`config.mk`:
```
export PLATFORM = sky130hd
export DESIGN_NAME = msrpn_ctrl_flat
export DESIGN_NICKNAME = d
export VERILOG_FILES = /design/src/rtl/msrpn_pkg.sv /design/src/rtl/msrpn_if.sv /design/src/rtl/msrpn_ctrl.sv /design/src/flat_wrapper.sv
export VERILOG_INCLUDE_DIRS = /design/src /design/src/rtl
export SDC_FILE = /design/constraint.sdc
export NUM_CORES = 1
export LEC_CHECK = 0
export ABC_AREA = 1
export BUFFER_PORTS_ARGS = -buffer_cell sky130_fd_sc_hd__buf_2
export CORE_MARGIN = 2
export CORE_UTILIZATION = 57
export DETAILED_ROUTE_END_ITERATION = 8
export MAX_ROUTING_LAYER = met4
export PLACE_DENSITY = 0.84
export RECOVER_POWER = 100
export SLEW_MARGIN = 10
export SYNTH_ARGS = -nofsm -noshare
export SYNTH_HDL_FRONTEND = slang
export SYNTH_SLANG_ARGS = --single-unit
```
`constraint.sdc`:
```
create_clock -name clk -period 6 [get_ports clk]
set_input_delay 0.3 -clock clk [delete_from_list [all_inputs] [get_ports clk]]
set_output_delay 0.3 -clock clk [all_outputs]
set_load 0.05 [all_outputs]
```
`src/rtl/assert_macros.svh`:
```
// assertion helpers
`ifndef ASSERT_MACROS_SVH
`define ASSERT_MACROS_SVH
`ifndef SYNTHESIS
`define CHECK_IMPL(label, clk, rst, a, c, msg) \
  label: assert property (@(posedge clk) disable iff (rst) (a) |-> (c)) else $error(msg);
`define CHECK_NEXT(label, clk, rst, a, c, msg) \
  label: assert property (@(posedge clk) disable iff (rst) (a) |=> (c)) else $error(msg);
`else
`define CHECK_IMPL(label, clk, rst, a, c, msg)
`define CHECK_NEXT(label, clk, rst, a, c, msg)
`endif
`endif

```
`src/rtl/msrpn_pkg.sv`:
```
`timescale 1ns / 1ps
package msrpn_pkg;
  localparam int NUM_STACKS = 8;
  localparam int STACK_DEPTH = 256;
  localparam int STACK_LIMIT = (NUM_STACKS < 8) ? NUM_STACKS : 8;
  localparam int SW = (STACK_LIMIT > 1) ? $clog2(STACK_LIMIT) : 1;
  localparam int CW = $clog2(STACK_LIMIT + 1);
  localparam int DW = $clog2(STACK_DEPTH);
  localparam int FW = $clog2(STACK_DEPTH + 1);
  localparam int AW = SW + DW;

  localparam logic [2:0] K_CREATE = 3'd0;
  localparam logic [2:0] K_PUSH   = 3'd1;
  localparam logic [2:0] K_POP    = 3'd2;
  localparam logic [2:0] K_ADD    = 3'd3;
  localparam logic [2:0] K_SUB    = 3'd4;
  localparam logic [2:0] K_NEG    = 3'd5;
  localparam logic [2:0] K_MAX    = 3'd6;

  localparam logic [2:0] ST_OK    = 3'd0;
  localparam logic [2:0] ST_BAD   = 3'd1;
  localparam logic [2:0] ST_FULL  = 3'd2;
  localparam logic [2:0] ST_EMPTY = 3'd3;
  localparam logic [2:0] ST_ROOM  = 3'd4;

  // datapath commands
  typedef enum logic [2:0] {
    OP_NONE, OP_RD, OP_WR_VAL, OP_WR_SUM, OP_WR_NEG, OP_CLR_BEST, OP_BEST
  } op_t;

  typedef struct packed {
    op_t            op;
    logic [AW-1:0]  addr;
    logic           sub;
    logic           latch_a;
  } cmd_t;

  typedef struct packed {
    logic [31:0] rdata;
    logic [31:0] best;
  } stat_t;

  function automatic logic [31:0] sat33(input logic signed [32:0] v);
    if (v > 33'sd2147483647) return 32'h7fffffff;
    if (v < -33'sd2147483648) return 32'h80000000;
    return v[31:0];
  endfunction
endpackage

```
`src/rtl/msrpn_if.sv`:
```
`timescale 1ns / 1ps
interface msrpn_in_if (input logic clk);
  logic valid, ready;
  logic [2:0] kind;
  logic [2:0] stack_index;
  logic signed [31:0] value;
  modport source (output valid, kind, stack_index, value, input ready);
  modport sink (input valid, kind, stack_index, value, output ready);
endinterface

interface msrpn_out_if (input logic clk);
  logic valid, ready;
  logic [2:0] out_stack;
  logic signed [31:0] max_value;
  logic is_empty;
  logic [2:0] status;
  logic last;
  modport source (output valid, out_stack, max_value, is_empty, status, last, input ready);
  modport sink (input valid, out_stack, max_value, is_empty, status, last, output ready);
endinterface

```
`src/rtl/msrpn_ctrl.sv`:
```
`timescale 1ns / 1ps
`include "assert_macros.svh"
module msrpn_ctrl (
  input  logic                 clk,
  input  logic                 rst,
  msrpn_in_if.sink             in_ch,
  msrpn_out_if.source          out_ch,
  output msrpn_pkg::cmd_t      cmd,
  output logic [31:0]          wval,
  input  msrpn_pkg::stat_t     stat
);
  typedef enum logic [3:0] {
    S_IDLE, S_DEC, S_BC_NEXT, S_BC_RD1, S_BC_W1, S_BC_RD2, S_BC_W2, S_BC_CALC,
    S_MX_NEXT, S_MX_W0, S_MX_RD, S_MX_W, S_MX_FIN, S_MX_EMIT, S_OUT
  } state_t;

  state_t state;
  logic [2:0] kind, idx;
  logic [31:0] val;
  logic [msrpn_pkg::CW-1:0] count;
  logic [msrpn_pkg::FW-1:0] fill [msrpn_pkg::STACK_LIMIT];
  logic [msrpn_pkg::SW-1:0] s;
  logic [msrpn_pkg::FW-1:0] i;
  logic ovalid, olast, oempty;
  logic [2:0] ostack, ostatus;
  logic [31:0] omax;
  logic [msrpn_pkg::FW-1:0] fs;
  logic idx_ok;
  logic [msrpn_pkg::CW-1:0] s_ext;

  assign fs = fill[s];
  assign s_ext = msrpn_pkg::CW'(s);
  assign idx_ok = ({1'b0, idx} < 4'(count));
  assign in_ch.ready = (state == S_IDLE);
  assign out_ch.valid = ovalid;
  assign out_ch.out_stack = ostack;
  assign out_ch.max_value = omax;
  assign out_ch.is_empty = oempty;
  assign out_ch.status = ostatus;
  assign out_ch.last = olast;
  assign wval = val;

  // stack address of stack s, entry e
  function automatic logic [msrpn_pkg::AW-1:0] ad(input logic [msrpn_pkg::SW-1:0] st,
                                                  input logic [msrpn_pkg::FW-1:0] e);
    return {st, e[msrpn_pkg::DW-1:0]};
  endfunction

  // sequencer
  always_ff @(posedge clk) begin
    cmd <= '{op: msrpn_pkg::OP_NONE, addr: '0, sub: 1'b0, latch_a: 1'b0};
    if (rst) begin
      state <= S_IDLE;
      count <= '0;
      ovalid <= 1'b0;
      for (int k = 0; k < msrpn_pkg::STACK_LIMIT; k++) fill[k] <= '0;
    end else begin
      case (state)
        S_IDLE: begin
          if (in_ch.valid) begin
            kind <= in_ch.kind;
            idx <= in_ch.stack_index;
            val <= in_ch.value;
            state <= S_DEC;
          end
        end
        S_DEC: begin
          omax <= '0; ostack <= '0; ostatus <= msrpn_pkg::ST_OK;
          oempty <= 1'b0; olast <= 1'b1; s <= '0;
          state <= S_OUT;
          case (kind)
            msrpn_pkg::K_CREATE: begin
              if (32'(count) >= msrpn_pkg::STACK_LIMIT) ostatus <= msrpn_pkg::ST_ROOM;
              else begin
                fill[count[msrpn_pkg::SW-1:0]] <= '0;
                ostack <= 3'(count);
                oempty <= 1'b1;
                count <= count + 1'b1;
              end
            end
            msrpn_pkg::K_PUSH, msrpn_pkg::K_POP: begin
              ostack <= idx;
              if (!idx_ok) begin
                ostatus <= msrpn_pkg::ST_BAD; oempty <= 1'b1;
              end else if (kind == msrpn_pkg::K_PUSH) begin
                if (32'(fill[idx[msrpn_pkg::SW-1:0]]) >= msrpn_pkg::STACK_DEPTH)
                  ostatus <= msrpn_pkg::ST_FULL;
                else begin
                  cmd.op <= msrpn_pkg::OP_WR_VAL;
                  cmd.addr <= ad(idx[msrpn_pkg::SW-1:0], fill[idx[msrpn_pkg::SW-1:0]]);
                  fill[idx[msrpn_pkg::SW-1:0]] <= fill[idx[msrpn_pkg::SW-1:0]] + 1'b1;
                end
              end else begin
                if (fill[idx[msrpn_pkg::SW-1:0]] == '0) begin
                  ostatus <= msrpn_pkg::ST_EMPTY; oempty <= 1'b1;
                end else begin
                  fill[idx[msrpn_pkg::SW-1:0]] <= fill[idx[msrpn_pkg::SW-1:0]] - 1'b1;
                  oempty <= (fill[idx[msrpn_pkg::SW-1:0]] == msrpn_pkg::FW'(1));
                end
              end
            end
            msrpn_pkg::K_ADD, msrpn_pkg::K_SUB, msrpn_pkg::K_NEG:
              state <= (count == '0) ? S_OUT : S_BC_NEXT;
            msrpn_pkg::K_MAX: begin
              if (count == '0) begin
                oempty <= 1'b1; ostatus <= msrpn_pkg::ST_BAD;
              end else state <= S_MX_NEXT;
            end
            default: state <= S_IDLE;
          endcase
        end
        // broadcast: walk open stacks
        S_BC_NEXT: begin
          if (kind == msrpn_pkg::K_NEG ? fs != '0 : fs >= msrpn_pkg::FW'(2)) begin
            cmd.op <= msrpn_pkg::OP_RD;
            cmd.addr <= ad(s, fs - 1'b1);
            state <= S_BC_RD1;
          end else state <= S_BC_CALC;
        end
        S_BC_RD1: state <= S_BC_W1;
        S_BC_W1: begin
          if (kind == msrpn_pkg::K_NEG) begin
            cmd.op <= msrpn_pkg::OP_WR_NEG;
            cmd.addr <= ad(s, fs - 1'b1);
            state <= S_BC_CALC;
          end else begin
            cmd.latch_a <= 1'b1;
            state <= S_BC_RD2;
          end
        end
        S_BC_RD2: begin
          cmd.op <= msrpn_pkg::OP_RD;
          cmd.addr <= ad(s, fs - 2'd2);
          state <= S_BC_W2;
        end
        S_BC_W2: state <= S_MX_FIN;
        S_MX_FIN: begin
          if (kind == msrpn_pkg::K_MAX) begin
            state <= S_MX_EMIT;
          end else begin
            // opa holds b (top), rdata a (lower); compute rdata(a) op opa(b)
            cmd.op <= msrpn_pkg::OP_WR_SUM;
            cmd.sub <= (kind == msrpn_pkg::K_SUB);
            cmd.addr <= ad(s, fs - 2'd2);
            fill[s] <= fs - 1'b1;
            state <= S_BC_CALC;
          end
        end
        S_BC_CALC: begin
          if (s_ext + 1'b1 >= count) state <= S_OUT;
          else begin
            s <= s + 1'b1; state <= S_BC_NEXT;
          end
        end
        // max: scan entries of stack s
        S_MX_NEXT: begin
          i <= '0;
          if (fs == '0) state <= S_MX_EMIT;
          else begin
            cmd.op <= msrpn_pkg::OP_RD;
            cmd.addr <= ad(s, '0);
            state <= S_MX_W0;
          end
        end
        S_MX_W0: begin
          cmd.op <= msrpn_pkg::OP_CLR_BEST;
          i <= msrpn_pkg::FW'(1);
          state <= S_MX_RD;
        end
        S_MX_RD: begin
          if (i >= fs) state <= S_MX_FIN;
          else begin
            cmd.op <= msrpn_pkg::OP_RD;
            cmd.addr <= ad(s, i);
            state <= S_MX_W;
          end
        end
        S_MX_W: begin
          cmd.op <= msrpn_pkg::OP_BEST;
          i <= i + 1'b1;
          state <= S_MX_RD;
        end
        S_MX_EMIT: begin
          if (!ovalid) begin
            ovalid <= 1'b1;
            ostack <= 3'(s);
            omax <= (fs == '0) ? 32'd0 : stat.best;
            oempty <= (fs == '0);
            ostatus <= msrpn_pkg::ST_OK;
            olast <= (s_ext + 1'b1 == count);
          end else if (out_ch.ready) begin
            ovalid <= 1'b0;
            if (olast) state <= S_IDLE;
            else begin
              s <= s + 1'b1; state <= S_MX_NEXT;
            end
          end
        end
        S_OUT: begin
          if (!ovalid) ovalid <= 1'b1;
          else if (out_ch.ready) begin
            ovalid <= 1'b0; state <= S_IDLE;
          end
        end
        default: state <= S_IDLE;
      endcase
    end
  end

  `CHECK_IMPL(a_busy_no_ready, clk, rst, state != S_IDLE, !in_ch.ready, "ready while busy")
  `CHECK_IMPL(a_count_max, clk, rst, 1'b1, 32'(count) <= msrpn_pkg::STACK_LIMIT, "count over limit")
  `CHECK_NEXT(a_out_done, clk, rst, ovalid && out_ch.ready && olast, !ovalid, "valid after last")
endmodule

```
`src/flat_wrapper.sv`:
```
// flat-port wrapper written by rule: the top's interface ports become plain ports
module msrpn_ctrl_flat 
  (clk, rst, cmd, wval, stat, in_ch_valid, in_ch_kind, in_ch_stack_index, in_ch_value, in_ch_ready, out_ch_valid, out_ch_out_stack, out_ch_max_value, out_ch_is_empty, out_ch_status, out_ch_last, out_ch_ready);
  msrpn_in_if in_ch_i (.clk(clk));
  msrpn_out_if out_ch_i (.clk(clk));
  input  logic clk;
  input  logic rst;
  output msrpn_pkg::cmd_t cmd;
  output logic [31:0] wval;
  input  msrpn_pkg::stat_t stat;
  input wire logic [$bits(in_ch_i.valid)-1:0] in_ch_valid;
  input wire logic [$bits(in_ch_i.kind)-1:0] in_ch_kind;
  input wire logic [$bits(in_ch_i.stack_index)-1:0] in_ch_stack_index;
  input wire logic [$bits(in_ch_i.value)-1:0] in_ch_value;
  output wire logic [$bits(in_ch_i.ready)-1:0] in_ch_ready;
  output wire logic [$bits(out_ch_i.valid)-1:0] out_ch_valid;
  output wire logic [$bits(out_ch_i.out_stack)-1:0] out_ch_out_stack;
  output wire logic [$bits(out_ch_i.max_value)-1:0] out_ch_max_value;
  output wire logic [$bits(out_ch_i.is_empty)-1:0] out_ch_is_empty;
  output wire logic [$bits(out_ch_i.status)-1:0] out_ch_status;
  output wire logic [$bits(out_ch_i.last)-1:0] out_ch_last;
  input wire logic [$bits(out_ch_i.ready)-1:0] out_ch_ready;
  assign in_ch_i.valid = in_ch_valid;
  assign in_ch_i.kind = in_ch_kind;
  assign in_ch_i.stack_index = in_ch_stack_index;
  assign in_ch_i.value = in_ch_value;
  assign in_ch_ready = in_ch_i.ready;
  assign out_ch_valid = out_ch_i.valid;
  assign out_ch_out_stack = out_ch_i.out_stack;
  assign out_ch_max_value = out_ch_i.max_value;
  assign out_ch_is_empty = out_ch_i.is_empty;
  assign out_ch_status = out_ch_i.status;
  assign out_ch_last = out_ch_i.last;
  assign out_ch_i.ready = out_ch_ready;
  msrpn_ctrl u_core (.clk(clk), .rst(rst), .in_ch(in_ch_i), .out_ch(out_ch_i), .cmd(cmd), .wval(wval), .stat(stat));
endmodule
```
==> impl_results.md <==
* Status: finished, violations left
* Violated checks: capacitance limit, slew limit
* IO Count at 196
* # rows at 50
* Data required, critical path at roughly 6000 ps
* Clock Skews at approximately 13 ps
* R2R Path End: u_core.fill[0][1]
* Fin crit share at a little under nine tenths
* Post-Syn Area at ~11000 µm²
* FF/Latch Area at between 5000 and 6000 µm²
* Number of synthesized flops with an enable pin at approximately 160
* Drt first-iter violations at 1097
* CP Launch Type: flip-flop
* H-tree Lvls at 4
* Most frequent cells in the layout: nand2_1 (267), nor2_1 (194), inv_1 (191)
* Initial Util at between 50% and 60%
* Post-Syn Instances at about 1300
* Gpl congestion at 0.972
* Final Hold Vio Count at 0
* Vias per cell at 5.56
* Leakage at between 0.005 and 0.006 µW
* Top_reg_cell synth: edfxtp_1
* Tot GR Track Use at ~29%
* Final WL at 28300 µm
* Routed wire per std cell at 16.9 µm
* Largest family of logic cells by synthesized area: simple AND/OR/NAND/NOR gates
* Post-synthesis mux area share at 0%
* Syn avg cell area at between 8 and 9 µm²
* Gr busiest metal: met2
* VDD IR-drop max at approximately 0.00025 V
* Minimum clock period at around 5200 ps
* CTS sink count at 193
* Hold-critical path endpoint: u_core.wval[27]
* Worst-path fanout max at 22
* Worst R2R Path Depth at 17
* Total number of vias at 9295
* Antenna cells at 0
* Reg-to-reg slack, setup at around 840 ps
* First-pass iteration count of the detailed router at 7
* Vias in the first global route at 8639
* Total power at 4800 µW
* Fmax at between 0.15 and 0.2 GHz
* Simple-gate share of the synthesized area at about 28%
* Fillers at 1601
* Largest net degree at the start of global routing at 50
* I/O Buffers at approximately 160
* Global-route wire length before repair at 43800 µm
* Clock Path Buffers at 2
* Max_cap viols at 2
* GR met2 Demand/Resource at 45.1%
* Proportion of layout cells with a drive suffix above 1 at a little over a tenth
* Post_cts resized at 0
* Pwr dens at between 300 and 400 nW/µm²
* Setup TNS Final at 0 ps
* GRT Residual Overflow at 0
* Worst skew pair latency at ~450 ps
* Hold depth at 1
* Met3 Usage GRT at roughly 5.7%
* Compound-Gate Fraction of Synth Area at 8.76%
* Measured slew at the worst slew-check pin at between 2000 and 2500 ps
* Arr. time, crit path at around 5300 ps
* Detail Route Antenna Nets at 0
* Net count after synthesis at between 1000 and 1500
* Die area at 20100 µm²
* Fraction of the mapped netlist area in adder cells at under 10%
* Most common cell after layout, fill and taps aside: nand2_1
* Warnings from Yosys at 0
* Crit path capture type: flip-flop
* Async SR Flop Fraction at 0%
* Detailed Place HPWL at 20200 µm
* Final setup viols at 0
* Final Slew Violations at 86
* Clock root cell: clkbuf_16
* Multi-input gate area at ~4200 µm²
* Initial antenna violation count at 0
* Die Y at around 140 µm
* Post-cts hold buffer count at 0
* #FFs+latches synth at just under 200
* Worst min path class: input port to flip-flop
* Setup CP Type: flip-flop to flip-flop
* Sequential area share after synthesis at 50.8%
* CTS tree: yes
* Post-CTS Setup Bufs at 0
* Area growth, synth to finish at 12.1%
* TritonCTS Buffers at 17
* Drc violations at 0
* CTS clock-pin slew for the worst setup and hold paths at roughly 80 ps
* Die Wd at between 100 and 150 µm
* Cell variety after synth at 50
* Relative slew slack at -57.2%
* Met1 Usage GRT at ~38%
* Core area at 18600 µm²
* Unrepaired setup endpoints after global routing: false
* Post-synthesis xor/xnor area fraction at less than 1%
* Net count, final at around 1600
* Hold_sp: in_ch_value[27]
[power by group]
group,switching (µW),internal (µW)
Clock,570,601
Sequential,117,1630
Combinational,1400,471
Total,2090,2700
[registers in the layout, summed over array words and instances, names as in the netlist, named ones only]
signal,count
u_core.fill,72
u_core.idx,3
u_core.out_ch.max_value,32
u_core.s,3
u_core.count,4
u_core.out_ch.last,1
u_core.out_ch.status,3
u_core.out_ch.valid,1
u_core.cmd,16
u_core.out_ch.out_stack,3
u_core.i,9
u_core.wval,32
u_core.state,4
u_core.kind,3
u_core.out_ch.is_empty,1
[layer usage]
metal / share of wire (%) / up-vias
met1: 41 / 4255
met2: 48 / 478
met5: 0 / -
met4: 2.8 / 0
met3: 9.0 / 72
li1: - / 4490
[Yosys cell counts (all sizes together) (2+ instances only)]
| master | number | area, µm² |
|---|---|---|
| a22oi | 2 | 15.0 |
| o31ai | 2 | 15.0 |
| o211ai | 20 | 150 |
| o21ai | 59 | 303 |
| o22ai | 9 | 56.3 |
| inv | 200 | 753 |
| buf | 26 | 181 |
| a211oi | 2 | 15.0 |
| nand4 | 11 | 75.1 |
| clkbuf | 5 | 18.8 |
| ha | 28 | 350 |
| dfxtp | 31 | 621 |
| xor2 | 7 | 61.3 |
| a21oi | 57 | 300 |
| o311ai | 3 | 26.3 |
| nor2 | 203 | 853 |
| xnor2 | 2 | 17.5 |
| edfxtp | 162 | 4860 |
| nand3b | 5 | 37.5 |
| nor3 | 24 | 125 |
| a31oi | 2 | 12.5 |
| o2111ai | 3 | 26.3 |
| or2 | 2 | 12.5 |
| nor3b | 2 | 15.0 |
| nand2 | 282 | 1240 |
| nand3 | 114 | 608 |
[final cells by class]
type | instances | share of cell area [%]
tap | 234 | 2.42
inverter | 201 | 6.25
clock buffer | 17 | 3.51
clock inverter | 15 | 1.54
sequential | 193 | 45.3
multi-input combinational | 843 | 34.9
timing repair buffer | 169 | 6.06
[cell families (layout without fill, tap and decap cells)]
family | Yosys count | in the layout
AOI/OAI and AO/OA | 162 | 162
xor gates and xnor gates | 9 | 9
adders and majority gates | 28 | 28
buffers and inverters | 232 | 402
DFF | 193 | 193
and+or+nand+nor | 644 | 644
[through the flow]
| step | util (%) | instances | hold slack, ps | setup WS, ps | cell area (µm²) |
|---|---|---|---|---|---|
| CTS | 66.4 | 1672 | 17.2 | 1410 | 12400 |
| floorplan | - | 1268 | 399 | 1540 | 10800 |
| global route | 64.9 | 1672 | 9.92 | 592 | 12100 |
| finish | 64.9 | 1672 | 25.5 | 841 | 12100 |
| global placement | 63.1 | 1640 | 476 | 1520 | 11800 |
| detailed placement | 63.1 | 1640 | 478 | 1430 | 11800 |
[worst max path at each step]
stage | start | to | slack [ps] | cells after the start
3_3_place_gp | flip-flop | u_core.cmd[6] | 1520 | 19
4_1_cts | flip-flop | u_core.cmd[6] | 1410 | 19
3_5_place_dp | flip-flop | u_core.cmd[6] | 1430 | 19
5_1_grt | flip-flop | u_core.fill[4][5] | 590 | 17
2_1_floorplan | u_core.state[0] | u_core.out_ch.is_empty | 1540 | 5
6_report | flip-flop | u_core.fill[0][1] | 840 | 17
[worst max-delay path: stages (launching register included)]
cell,delay [ps]
dfxtp_1,920
inv_1,560
nor2_1,210
nand2_1,90
nand3_1,110
nand2_1,220
ha_1,250
nand2_1,100
nor2_4,40
nand2_1,280
nand2_1,350
nand2_1,370
nand2_1,80
nand2_1,70
nand2_1,170
nor2_1,280
nand2_1,290
nand2_1,410
No activity file was read; power rests on OpenSTA's default activity.
